## src/sv/entab_pkg.sv

```systemverilog
package entab_pkg;

  localparam logic [7:0] CH_TAB     = 8'd9;
  localparam logic [7:0] CH_NEWLINE = 8'd10;
  localparam logic [7:0] CH_BLANK   = 8'd32;

  localparam logic [4:0] TAB_WIDTH_RESET = 5'd8;
  localparam logic [4:0] TAB_WIDTH_MIN   = 5'd2;
  localparam logic [4:0] TAB_WIDTH_MAX   = 5'd16;

  // Register index taken from paddr bit 2.
  localparam logic REG_TAB_WIDTH = 1'b0;

  localparam int unsigned QueueDepth = 2;

  // One command from the front: a run of blanks followed by one byte.
  typedef struct packed {
    logic [7:0] out_byte;
    logic [3:0] blanks;
  } cmd_t;

endpackage

```

## src/sv/entab_front.sv

```systemverilog
module entab_front (
  input  logic                clk_i,
  input  logic                rst_ni,
  input  logic [4:0]          tab_width_i,
  input  logic                in_valid_i,
  output logic                in_ready_o,
  input  logic [7:0]          in_byte_i,
  output logic                push_o,
  output entab_pkg::cmd_t     push_cmd_o,
  input  logic                queue_ready_i
);
  import entab_pkg::*;

  logic [3:0] stop_pos_q, stop_pos_d;
  logic [3:0] pend_q, pend_d;
  logic [4:0] next_pos;
  logic       reach;
  logic       accept;

  assign in_ready_o = queue_ready_i;
  assign accept     = in_valid_i && queue_ready_i;
  assign next_pos   = {1'b0, stop_pos_q} + 5'd1;
  assign reach      = next_pos >= tab_width_i;

  always_comb begin
    stop_pos_d          = stop_pos_q;
    pend_d              = pend_q;
    push_o              = 1'b0;
    push_cmd_o.out_byte = in_byte_i;
    push_cmd_o.blanks   = 4'd0;
    if (accept) begin
      case (in_byte_i)
        CH_BLANK: begin
          if (reach) begin
            push_o              = 1'b1;
            push_cmd_o.out_byte = CH_TAB;
            stop_pos_d          = 4'd0;
            pend_d              = 4'd0;
          end else begin
            stop_pos_d = next_pos[3:0];
            pend_d     = pend_q + 4'd1;
          end
        end
        CH_TAB, CH_NEWLINE: begin
          push_o     = 1'b1;
          stop_pos_d = 4'd0;
          pend_d     = 4'd0;
        end
        default: begin
          // Pending blanks are flushed ahead of a regular character.
          push_o            = 1'b1;
          push_cmd_o.blanks = pend_q;
          stop_pos_d        = reach ? 4'd0 : next_pos[3:0];
          pend_d            = 4'd0;
        end
      endcase
    end
  end

  always_ff @(posedge clk_i or negedge rst_ni) begin
    if (!rst_ni) begin
      stop_pos_q <= 4'd0;
      pend_q     <= 4'd0;
    end else begin
      stop_pos_q <= stop_pos_d;
      pend_q     <= pend_d;
    end
  end

  // Every pending blank also advanced the position.
  assert property (@(posedge clk_i) disable iff (!rst_ni) pend_q <= stop_pos_q)
    else $error("pending blanks exceed position in tab stop");

endmodule

```

## src/sv/entab_queue.sv

```systemverilog
module entab_queue (
  input  logic                clk_i,
  input  logic                rst_ni,
  input  logic                push_i,
  input  entab_pkg::cmd_t     push_cmd_i,
  output logic                ready_o,
  output logic                valid_o,
  output entab_pkg::cmd_t     pop_cmd_o,
  input  logic                pop_i
);
  import entab_pkg::*;

  cmd_t       entry_q [QueueDepth];
  logic       wr_ptr_q, rd_ptr_q;
  logic [1:0] count_q;

  assign ready_o   = count_q < 2'(QueueDepth);
  assign valid_o   = count_q != 2'd0;
  assign pop_cmd_o = entry_q[rd_ptr_q];

  always_ff @(posedge clk_i) begin
    if (push_i) begin
      entry_q[wr_ptr_q] <= push_cmd_i;
    end
  end

  always_ff @(posedge clk_i or negedge rst_ni) begin
    if (!rst_ni) begin
      wr_ptr_q <= 1'b0;
      rd_ptr_q <= 1'b0;
      count_q  <= 2'd0;
    end else begin
      if (push_i) begin
        wr_ptr_q <= ~wr_ptr_q;
      end
      if (pop_i) begin
        rd_ptr_q <= ~rd_ptr_q;
      end
      count_q <= count_q + 2'(push_i) - 2'(pop_i);
    end
  end

  assert property (@(posedge clk_i) disable iff (!rst_ni) count_q <= 2'(QueueDepth))
    else $error("command queue overfilled");

endmodule

```

## src/sv/entab_back.sv

```systemverilog
module entab_back (
  input  logic                clk_i,
  input  logic                rst_ni,
  input  logic                cmd_valid_i,
  input  entab_pkg::cmd_t     cmd_i,
  output logic                cmd_pop_o,
  output logic                out_valid_o,
  input  logic                out_ready_i,
  output logic [7:0]          out_byte_o,
  output logic                out_last_o
);
  import entab_pkg::*;

  logic       busy_q, busy_d;
  logic [3:0] cnt_q, cnt_d;
  logic [7:0] byte_q, byte_d;
  logic       out_valid_q, out_valid_d;
  logic [7:0] out_byte_q, out_byte_d;
  logic       out_last_q, out_last_d;
  logic       can_load;
  logic       finish;

  assign can_load = !out_valid_q || out_ready_i;
  assign finish   = busy_q && can_load && (cnt_q == 4'd0);
  assign cmd_pop_o = cmd_valid_i && (!busy_q || finish);

  always_comb begin
    busy_d      = busy_q;
    cnt_d       = cnt_q;
    byte_d      = byte_q;
    out_valid_d = out_valid_q;
    out_byte_d  = out_byte_q;
    out_last_d  = out_last_q;
    if (can_load) begin
      out_valid_d = busy_q;
      if (busy_q) begin
        if (cnt_q != 4'd0) begin
          out_byte_d = CH_BLANK;
          out_last_d = 1'b0;
          cnt_d      = cnt_q - 4'd1;
        end else begin
          out_byte_d = byte_q;
          out_last_d = 1'b1;
        end
      end
    end
    if (cmd_pop_o) begin
      busy_d = 1'b1;
      cnt_d  = cmd_i.blanks;
      byte_d = cmd_i.out_byte;
    end else if (finish) begin
      busy_d = 1'b0;
    end
  end

  always_ff @(posedge clk_i or negedge rst_ni) begin
    if (!rst_ni) begin
      busy_q      <= 1'b0;
      out_valid_q <= 1'b0;
    end else begin
      busy_q      <= busy_d;
      out_valid_q <= out_valid_d;
    end
  end

  always_ff @(posedge clk_i) begin
    cnt_q      <= cnt_d;
    byte_q     <= byte_d;
    out_byte_q <= out_byte_d;
    out_last_q <= out_last_d;
  end

  assign out_valid_o = out_valid_q;
  assign out_byte_o  = out_byte_q;
  assign out_last_o  = out_last_q;

  // Only the final result of an item can be anything but a blank.
  assert property (@(posedge clk_i) disable iff (!rst_ni)
    out_valid_q && !out_last_q |-> out_byte_q == CH_BLANK)
    else $error("non-final result is not a blank");

  // A new command is never taken while the current one still has blanks to emit.
  assert property (@(posedge clk_i) disable iff (!rst_ni)
    busy_q && cnt_q != 4'd0 |-> !cmd_pop_o)
    else $error("command taken while blanks remain");

endmodule

```

## src/sv/entab_blank_run_to_tabs.sv

```systemverilog
// Blank-run to tab compression. One text byte enters per item on the slave
// stream; runs of blanks leave as the fewest tabs and blanks that reach the
// same columns, with tab stops every tab_width columns (APB register at 0x0,
// written values clamped to 2..16, reset 8). A blank that does not reach a
// stop produces no result; a tab, a newline or a blank reaching a stop
// produces one; a regular byte produces its pending blanks followed by
// itself. tlast marks the final result of each item. An item's command goes
// straight into a two-entry command queue; the back end emits one result
// per cycle while the output is not stalled, and the input stalls once
// the queue is full. Write tab_width only while the block is idle.
module entab_blank_run_to_tabs (
  input  logic        clk_i,
  input  logic        rst_ni,
  // APB configuration port
  input  logic        psel,
  input  logic        penable,
  input  logic        pwrite,
  input  logic [2:0]  paddr,
  input  logic [31:0] pwdata,
  output logic [31:0] prdata,
  output logic        pready,
  // input stream
  input  logic        s_axis_tvalid,
  output logic        s_axis_tready,
  input  logic [7:0]  s_axis_tdata,   // [7:0] in_byte
  // output stream
  output logic        m_axis_tvalid,
  input  logic        m_axis_tready,
  output logic [7:0]  m_axis_tdata,   // [7:0] out_byte
  output logic        m_axis_tlast
);
  import entab_pkg::*;

  logic [4:0] tab_width_q, tab_width_d;
  logic [4:0] wdata;
  logic       cfg_write;

  logic       push;
  cmd_t       push_cmd;
  logic       queue_ready;
  logic       queue_valid;
  cmd_t       pop_cmd;
  logic       pop;

  assign pready    = 1'b1;
  assign cfg_write = psel && penable && pwrite && (paddr[2] == REG_TAB_WIDTH);
  assign wdata     = pwdata[4:0];
  assign prdata    = (paddr[2] == REG_TAB_WIDTH) ? {27'd0, tab_width_q} : 32'd0;

  always_comb begin
    tab_width_d = tab_width_q;
    if (cfg_write) begin
      if (wdata < TAB_WIDTH_MIN) begin
        tab_width_d = TAB_WIDTH_MIN;
      end else if (wdata > TAB_WIDTH_MAX) begin
        tab_width_d = TAB_WIDTH_MAX;
      end else begin
        tab_width_d = wdata;
      end
    end
  end

  always_ff @(posedge clk_i or negedge rst_ni) begin
    if (!rst_ni) begin
      tab_width_q <= TAB_WIDTH_RESET;
    end else begin
      tab_width_q <= tab_width_d;
    end
  end

  entab_front u_front (
    .clk_i         (clk_i),
    .rst_ni        (rst_ni),
    .tab_width_i   (tab_width_q),
    .in_valid_i    (s_axis_tvalid),
    .in_ready_o    (s_axis_tready),
    .in_byte_i     (s_axis_tdata),
    .push_o        (push),
    .push_cmd_o    (push_cmd),
    .queue_ready_i (queue_ready)
  );

  entab_queue u_queue (
    .clk_i      (clk_i),
    .rst_ni     (rst_ni),
    .push_i     (push),
    .push_cmd_i (push_cmd),
    .ready_o    (queue_ready),
    .valid_o    (queue_valid),
    .pop_cmd_o  (pop_cmd),
    .pop_i      (pop)
  );

  entab_back u_back (
    .clk_i       (clk_i),
    .rst_ni      (rst_ni),
    .cmd_valid_i (queue_valid),
    .cmd_i       (pop_cmd),
    .cmd_pop_o   (pop),
    .out_valid_o (m_axis_tvalid),
    .out_ready_i (m_axis_tready),
    .out_byte_o  (m_axis_tdata),
    .out_last_o  (m_axis_tlast)
  );

  assert property (@(posedge clk_i) disable iff (!rst_ni)
    tab_width_q >= TAB_WIDTH_MIN && tab_width_q <= TAB_WIDTH_MAX)
    else $error("tab width out of range");

endmodule

```

## config.mk

```make
export PLATFORM = sky130hd
export DESIGN_NAME = entab_blank_run_to_tabs
export DESIGN_NICKNAME = d
export VERILOG_FILES = /design/src/sv/entab_pkg.sv /design/src/sv/entab_front.sv /design/src/sv/entab_queue.sv /design/src/sv/entab_back.sv /design/src/sv/entab_blank_run_to_tabs.sv
export SDC_FILE = /design/constraint.sdc
export NUM_CORES = 1
export LEC_CHECK = 0
export ABC_CLOCK_PERIOD_IN_PS = 8470
export BUFFER_PORTS_ARGS = -buffer_cell sky130_fd_sc_hd__buf_2
export CORE_ASPECT_RATIO = 1.5
export CORE_MARGIN = 2
export CORE_UTILIZATION = 31
export DETAILED_ROUTE_END_ITERATION = 10
export HOLD_SLACK_MARGIN = 0.12
export SLEW_MARGIN = 10
export SYNTH_ARGS = -nofsm -noshare
export SYNTH_HDL_FRONTEND = slang
export SYNTH_SLANG_ARGS = --single-unit
```

## constraint.sdc

```tcl
create_clock -name clk_i -period 8.47 [get_ports clk_i]
set_clock_uncertainty 0.15 [all_clocks]
set_input_delay 1.2705 -clock clk_i [delete_from_list [all_inputs] [get_ports clk_i]]
set_output_delay 1.2705 -clock clk_i [all_outputs]
set_load 0.01 [all_outputs]
```

# Word level (Yosys, flattened, before mapping)
# Memory sizes are Yosys's and may differ from the RTL's.
# Cells that the tools add are included.
# W data, S select, Z words.
# word_totals
regBits	40
wordCells	73
ramBits	24
in_bits	50
memories	1
# mem_list
memory	depth	word_bits	rd	rd_ports_with_merged_regs	write_ports	line_no	rtl
u_queue.entry_q	2	12	1	0	1	entab_queue.sv:13	cmd_t entry_q [QueueDepth];
# op_classes
n_eq_ne	3
addsub	5
mux	23
n_reduce_logical	22
bitwise_logic	3
n_lt_le_gt_ge	4
# ops
op	count
$mux W4	9
$eq A8 B4 Y1 const B	2
$mux W8	2
$mux W5	3
$mux W12	1
$reduce_bool A2 Y1	5
$eq A8 B6 Y1 const B	1
$mux W1	8
$logic_and A1 B1 Y1	7
$add A4 B1 Y5 const B	1
$ge A5 B5 Y1	1
$gt A5 B5 Y1 const B	1
$lt A5 B2 Y1 const B	1
$add A4 B1 Y4 const B	1
$logic_not A4 Y1	1
$reduce_bool A4 Y1	1
$sub A4 B1 Y4 const B	1
$not A1 Y1	3
$reduce_and A3 Y1	1
$reduce_or A3 Y1	1
$add A2 B1 Y2	1
$logic_not A1 Y1	2
$logic_or A1 B1 Y1	2
$lt A2 B2 Y1 const B	1
other kinds (3)	3

# Depth between registers and ports, before layout
# Gate-level depths: netlist of run 1.
# depth
depth_word	8
ltp_mapped	12
ltp_nobuf	12

# Hierarchy
# A second synthesis of run 1 with hierarchy kept.
# unflattened
hier_cells	255
hier_area_um2	3300.7
# modules_own_cells
mod	seq_area_each_um2	area_each_um2	n_inst	cells_per_inst
entab_queue	820.8	1097.3	1	52
entab_back	680.7	958.4	1	60
entab_front	200.2	748.2	1	87
entab_blank_run_to_tabs	126.4	496.7	1	56

# Worst setup path after synthesis of run 1
# OpenSTA, ideal clock, no wires.
# synth_path
kind	in2reg
startpoint	input s_axis_tdata[6]
endpoint	register u_queue.count_q[1]
path_buffers	0
cell_stages	7
slack_ns	4.862
t_arrival_ns	3.333
path_cell_list	or4_4 or4_4 a311o_2 and2_2 ha_1 xnor2_1 xnor2_1
# synth_via
elab_chain_len	5
# synth_lines
item	line_no	rtl
start: declaration	entab_blank_run_to_tabs.sv:25	input logic [7:0] s_axis_tdata,
$eq A8 B6 Y1	entab_front.sv:32	case (in_byte_i)
$mux W1	entab_front.sv:32	
$mux W1	entab_front.sv:31	if (accept) begin
$add A2 B1 Y2	entab_queue.sv:39	count_q <= count_q + 2'(push_i) - 2'(pop_i);
$sub A2 B1 Y2	entab_queue.sv:39	
end signal: assignment	entab_queue.sv:39	
end: declaration	entab_queue.sv:15	logic [1:0] count_q;
# No other way between the ends.
# A chain may end at the register's enable or synchronous reset.

# Worst setup path after layout of run 1
# layout_path
startpoint	input s_axis_tdata[6]
endpoint	memory u_queue.entry_q[0][10] in the netlist's numbering (enable)
# layout_via
elab_chain_len	5
# layout_lines
item	line_no	rtl
$eq A8 B6 Y1	entab_front.sv:32	
$mux W1	entab_front.sv:32	
$mux W1	entab_front.sv:31	
$mux W1	entab_queue.sv:22	if (push_i) begin
$mux W1 (implied by the code)	entab_queue.sv:23	entry_q[wr_ptr_q] <= push_cmd_i;
end: declaration	entab_queue.sv:13	
# No other way between the ends.

==> results of run 1 <==
[area by class of cell]
type	count	area (um^2)
Timing Repair Buffer	37	188
Sequential cell	64	1830
Multi-Input combinational cell	155	998
Clock buffer	9	225
Inverter	20	75.1
Tap cell	115	144
Fill cell	910	6060
Clock inverter	7	120
[metal layers]
metal / global-route usage / wire length (um) / up-vias
li1: - / - / 873
met1: 0.0965 / 1690 / 832
met2: 0.169 / 2630 / 54
met3: 0.0356 / 260 / 7
met4: 0.0448 / 72 / 0
met5: 0 / 0 / -
[flip-flops by register name (all words and copies together), names as in the netlist]
register            count
u_queue.entry_q        24
u_back.byte_q           8
u_back.out_byte_o       8
tab_width_q             5
u_back.cnt_q            4
u_front.pend_q          4
u_front.stop_pos_q      4
u_queue.count_q         2
u_back.busy_q           1
u_back.out_last_o       1
u_back.out_valid_o      1
u_queue.rd_ptr_q        1
u_queue.wr_ptr_q        1
[cell usage in the layout (no fill, tap or decap), drive strengths merged, types with 3 or more instances in the layout]
master	instances
a21o	3
and2	9
buf	37
bufinv	3
clkbuf	9
clkinv	3
conb	28
dfrtp	18
edfxtp	45
ha	10
inv	20
mux2	8
mux2i	9
nand2	18
nand2b	5
nand3	4
nor2	11
nor2b	5
nor3	3
o21ai	14
xnor2	7
[worst max-delay path: cells and delay by family]
| kind | cells | cell delay, ns |
|---|---|---|
| buffers and inverters | 1 | 0.11 |
| AOI/OAI and AO/OA | 1 | 0.42 |
| and+or+nand+nor | 4 | 1.59 |
[cells in the mapped netlist (all sizes together)]
cell type	n
nor2	11
o22ai	1
a311o	1
buf	30
o32a	1
mux2i	9
a21oi	2
and3	2
mux2	8
o311ai	2
nor3	3
and2	9
a21o	3
dfstp	1
o21ai	14
conb	2
ha	10
nor3b	1
or4	2
nand3	4
a31oi	1
nand4b	1
clkbuf	5
or2	2
edfxtp	45
nand2b	5
nand2	18
xor2	2
nor2b	5
dlygate4sd3	1
o31ai	1
xnor2	7
dfrtp	18
or3	2
inv	20
[metrics by stage]
step                hold slack (ns)  std cells  total power, mW
global route                  0.355        407             1.14
detailed placement            0.325        391            0.661
floorplan                     0.299        275            0.613
global placement              0.318        391            0.651
CTS                           0.336        407             1.09
finish                        0.334        407             1.07
[cell families (layout without fill, tap and decap cells)]
| logic type | Yosys count | count (layout) | synth area share |
|---|---|---|---|
| buf+inv | 56 | 73 | 0.107 |
| other cells | 2 | 28 | 0.00246 |
| fa+ha+maj | 10 | 10 | 0.0410 |
| xor+xnor | 9 | 9 | 0.0258 |
| compound gates | 26 | 26 | 0.0549 |
| simple gates | 65 | 65 | 0.112 |
| flops | 64 | 64 | 0.599 |
| mux | 17 | 17 | 0.0590 |
[report_power, final]
group	switching (mW)	internal (mW)	leakage [nW]
Clock	0.131	0.287	0.166
Combinational	0.108	0.0905	0.715
Sequential	0.0409	0.411	0.660
[how the worst max path moves through the flow]
stage	startpoint	to	slack (ns)	depth (start not counted)
after floorplan	s_axis_tdata[6]	u_queue.count_q[1]	4.86	7
after global placement	s_axis_tdata[6]	u_queue.entry_q[0][10]	4.57	6
after detailed placement	s_axis_tdata[6]	u_queue.entry_q[0][10]	4.59	6
after CTS	s_axis_tdata[6]	u_queue.entry_q[0][1]	4.92	6
after global routing	s_axis_tdata[6]	u_queue.count_q[1]	4.83	8
final	s_axis_tdata[6]	u_queue.entry_q[0][10]	4.93	6
==> metrics.csv, run 1 <==
metric,value,unit
Register-to-Register Path Depth,9,
DR vias/cell,4.34,
Setup TNS Final,0,ns
Critical Path Fanout Max,12,
fin area,3580,um^2
Worst EP required,8.33,ns
post-synth cell types,41,
Tmin final,3.54,ns
layout cell share with drive strength beyond 1,0.247,
cell count after synthesis,249,
Final nets,347,
CTS tree,built,
post-synth top area share,0.442,
DRT antenna net count,0,
RR Startpoint,u_front.stop_pos_q[0],
Final WS setup,4.93,ns
Detailed Place HPWL,3.56,mm
Die X,85.0,um
CTS H-tree depth,3,
final hold vios,0,
Final Max Slew Viols,0,
RSZ-0062 raised after global routing,false,
reg-to-reg endpoint,u_queue.entry_q[0][10],
first-pass GRT wire length,7.87,mm
Setup-failing EPs final,0,
Hold Crit Start,tab_width_q[3],
crit path cell chain,buf_2 > or4_4 > or4_4 > a311o_2 > and2_2 > nor2b_1,
GRT Resource Usage Total,0.0952,
Worst Path Arrival,3.40,ns
CTS Hold Bufs,0,
Avg WL per Cell,11.4,um
Layout Utilization,0.371,
drc violations,0,
clk root buf,clkbuf_16,
pin count of the biggest net entering global routing,20,
Setup CP Type,in2reg,
Slew HR,0.337,
I/O Pins,94,
MaxCap Viol Count,0,
number of synthesized register bits,64,
Area contributors post-synth,"edfxtp_1 (44%), dfrtp_1 (15%), buf_4 (7.1%)",
outcome,completed,
Startpoint Class,input port,
"most used cell, CP",or4_4,
I/O Buffers,36,
TritonCTS Buffers,9,
reg2reg setup slack,5.21,ns
"Seq/Total Area, Yosys",0.599,
worst skew pair latency,0.32,ns
placed cell areas,3230,um^2
initial antenna violation count,0,
clock-pin slew on the worst setup and hold paths,0.05,ns
Pre-antenna DRT Iters,4,
initial DRC count,75,
Core Region,9630,um^2
final worst path period share,0.418,
die height,126,um
pwr/cell area,299,nW/um^2
YS warnings,0,
CP endpoint kind,register,
die area,10700,um^2
number of global-route vias before repair,1697,
Max Buffers Root-to-Sink,2,
hold path endpoint,tab_width_q[3],
worst slew pin tran,0.993,ns
Max IR drop VDD,143,uV
Hold Path Depth,2,
DRT Wirelength,4.65,mm
CP max-delay cell,or4_4,
Fmax,283,MHz
via count,1766,
number of diodes,0,
routability-driven placement congestion ratio,0.755,
post-CTS sizing,0,
post-place setup slack,4.59,ns
Post-Syn Area,3050,um^2
"area leader, netlist",edfxtp_1,
"Avg Cell Area, Syn",12.3,um^2
row cnt,44,
"slowest stage delay, CP",0.55,ns
Starting Density,0.317,
leak pwr,1.54,nW
Area Growth Syn to Fin,17.2,%
CTS Sinks,64,
GRT overflow,0,
postcts setup bufs,0,
Hold WC Path Type,reg2reg,
No activity file was read; power rests on OpenSTA's default activity.
==> run 2, diff against run 1 <==
Settings changed: ABC_CLOCK_PERIOD_IN_PS 8470 to 3300.
Clock period 8.47 ns to 3.3 ns, I/O delays scaled along.
==> metrics.csv, run 2 (synthesis gave the netlist of run 1 again) <==
metric,value,unit,change
outcome,completed,,unchanged
CP max-delay cell,a311o_2,,was or4_4
pwr/cell area,726,nW/um^2,was 299 nW/um^2
Die X,85.0,um,unchanged
worst skew pair latency,0.32,ns,about the same
routability-driven placement congestion ratio,0.765,,was 0.755
die height,126,um,unchanged
first-pass GRT wire length,7.78,mm,was 7.87 mm
met2 Use GR,0.174,,was 0.169
CP endpoint kind,register,,unchanged
Max Buffers Root-to-Sink,2,,unchanged
Core Region,9630,um^2,unchanged
final worst path period share,0.889,,
most flop-heavy register,u_queue.entry_q,,unchanged
Finished Layout Cells,412,,was 407
CTS H-tree depth,3,,unchanged
clk root buf,clkbuf_16,,unchanged
Setup CP Type,reg2reg,,was in2reg
I/O Buffers,36,,unchanged
Area Growth Syn to Fin,16.8,%,was 17.2%
initial antenna violation count,0,,unchanged
DRT antenna net count,0,,unchanged
drc violations,0,,unchanged
clock-pin slew on the worst setup and hold paths,0.05,ns,about the same
row cnt,44,,unchanged
pin count of the biggest net entering global routing,20,,unchanged
postcts setup bufs,0,,unchanged
CTS Sinks,64,,unchanged
die area,10700,um^2,unchanged
layout cell share with drive strength beyond 1,0.249,,was 0.247
Max IR drop VDD,360,uV,was 143 uV
Critical Path Fanout Max,5,,was 12
RSZ-0062 raised after global routing,false,,unchanged
"slowest stage delay, CP",0.43,ns,was 0.55 ns
DR vias/cell,4.22,,was 4.34
DRT Wirelength,4.59,mm,was 4.65 mm
Setup-failing EPs final,0,,unchanged
GRT Resource Usage Total,0.0960,,was 0.0952
leak pwr,1.54,nW,about the same
final hold vios,0,,unchanged
number of global-route vias before repair,1711,,was 1697
I/O Pins,94,,unchanged
Layout Utilization,0.370,,was 0.371
met1 Use GR,0.0911,,was 0.0965
worst slew pin tran,0.773,ns,was 0.993 ns
Final Max Slew Viols,0,,unchanged
Startpoint Class,register,,was input port
CTS tree,built,,unchanged
TritonCTS Buffers,9,,unchanged
"commonest non-fill, non-tap cell in the layout",edfxtp_1,,unchanged
Hold WC Path Type,in2reg,,was reg2reg
GRT overflow,0,,unchanged
Worst Path Arrival,3.03,ns,was 3.40 ns
DP Cell Count,395,,was 391
Slew HR,0.478,,was 0.337
worst path buffer plus inverter count,2,,was 1
Pre-antenna DRT Iters,4,,unchanged
Final nets,352,,was 347
number of diodes,0,,unchanged
crit path cell chain,ha_1 > xnor2_1 > inv_1 > ha_1 > a21oi_1 > o21ai_0 > a311o_2 > and2_2 > buf_4 > ha_1 > xnor2_1 > xnor2_1,,was buf_2 > or4_4 > or4_4 > a311o_2 > and2_2 > nor2b_1
via count,1739,,was 1766
Fmax,341,MHz,
total power,2.59,mW,was 1.07 mW
"commonest non-fill, non-tap cells in the layout","edfxtp_1 (45), buf_2 (36), conb_1 (28), inv_1 (20)",,unchanged
Worst EP required,3.40,ns,was 8.33 ns
Detailed Place HPWL,3.52,mm,was 3.56 mm
max FFs per register,24,,unchanged
Tmin final,2.93,ns,
Worst path top cell family by delay,adder cells,,was simple AND/OR/NAND/NOR gates
Avg WL per Cell,11.2,um,was 11.4 um
met3 GRT Util,0.0277,,was 0.0356
Starting Density,0.317,,unchanged
MaxCap Viol Count,0,,unchanged
Setup TNS Final,0,ns,unchanged
grt peak-use layer,met2,,unchanged
initial DRC count,103,,was 75
[run 2: cell count changes in the layout (fill, tap and decap cells not counted), sizes merged]
cell         change
clkbuf           +4
buf              +4
bufinv           -2
clkinv           -2
dlygate4sd3      +1
[run 2: where the power goes]
| group | switching [mW] | internal [mW] |
|---|---|---|
| combinational | 0.280 | 0.244 |
| clock | 0.305 | 0.603 |
| sequential | 0.104 | 1.05 |
[run 2: repair_timing]
item                                   in CTS  in global routing
hold buffers                                1                  0
setup endpoints to repair                   0                 12
resized for setup                           0                  1
endpoints found under the hold margin      18                  0
[run 2: final cells by class]
cell class                      count  area, um^2
Sequential cell                    64        1830
Clock inverter                      3        42.5
Tap cell                          115         144
Inverter                           20        75.1
Timing Repair Buffer               42         228
Multi-Input combinational cell    155        1000
Clock buffer                       13         250
Fill cell                         921        6070
[run 2: per-layer routing]
layer  wire length (um)  up-vias
met5                  0        -
met4                128        0
met3                241       12
met2               2540       56
met1               1680      790
li1                   -      881
[run 2: worst paths after layout]
check / startpoint / to / slack [ns] / cells after the start
max in group asynchronous: rst_ni / tab_width_q[3] / 2.16 / 2
max: u_front.stop_pos_q[0] / u_queue.count_q[1] / 0.37 / 12
max reg2reg: u_front.stop_pos_q[0] / u_queue.count_q[1] / 0.37 / 12
min: pwdata[4] / tab_width_q[1] / 0.21 / 2
min in group asynchronous: rst_ni / u_front.stop_pos_q[1] / 0.50 / 2
min reg2reg: tab_width_q[3] / tab_width_q[3] / 0.33 / 2
[run 2: metrics by stage]
step | hold WS [ns] | worst slack (ns) | area (um^2)
global placement | 0.315 | 0.0537 | 3260
detailed placement | 0.322 | 0.0524 | 3260
floorplan | 0.0494 | 0.435 | 3150
global route | 0.217 | 0.148 | 3570
CTS | 0.202 | 0.0316 | 3570
finish | 0.213 | 0.368 | 3570
[run 2: worst register-to-register path, stage by stage (launching register included)]
cell     delay (ns)
dfrtp_1        0.42
ha_1           0.24
xnor2_1        0.19
inv_1          0.07
ha_1           0.29
a21oi_1        0.13
o21ai_0        0.12
a311o_2        0.43
and2_2         0.21
buf_4          0.14
ha_1           0.19
xnor2_1        0.16
xnor2_1        0.13
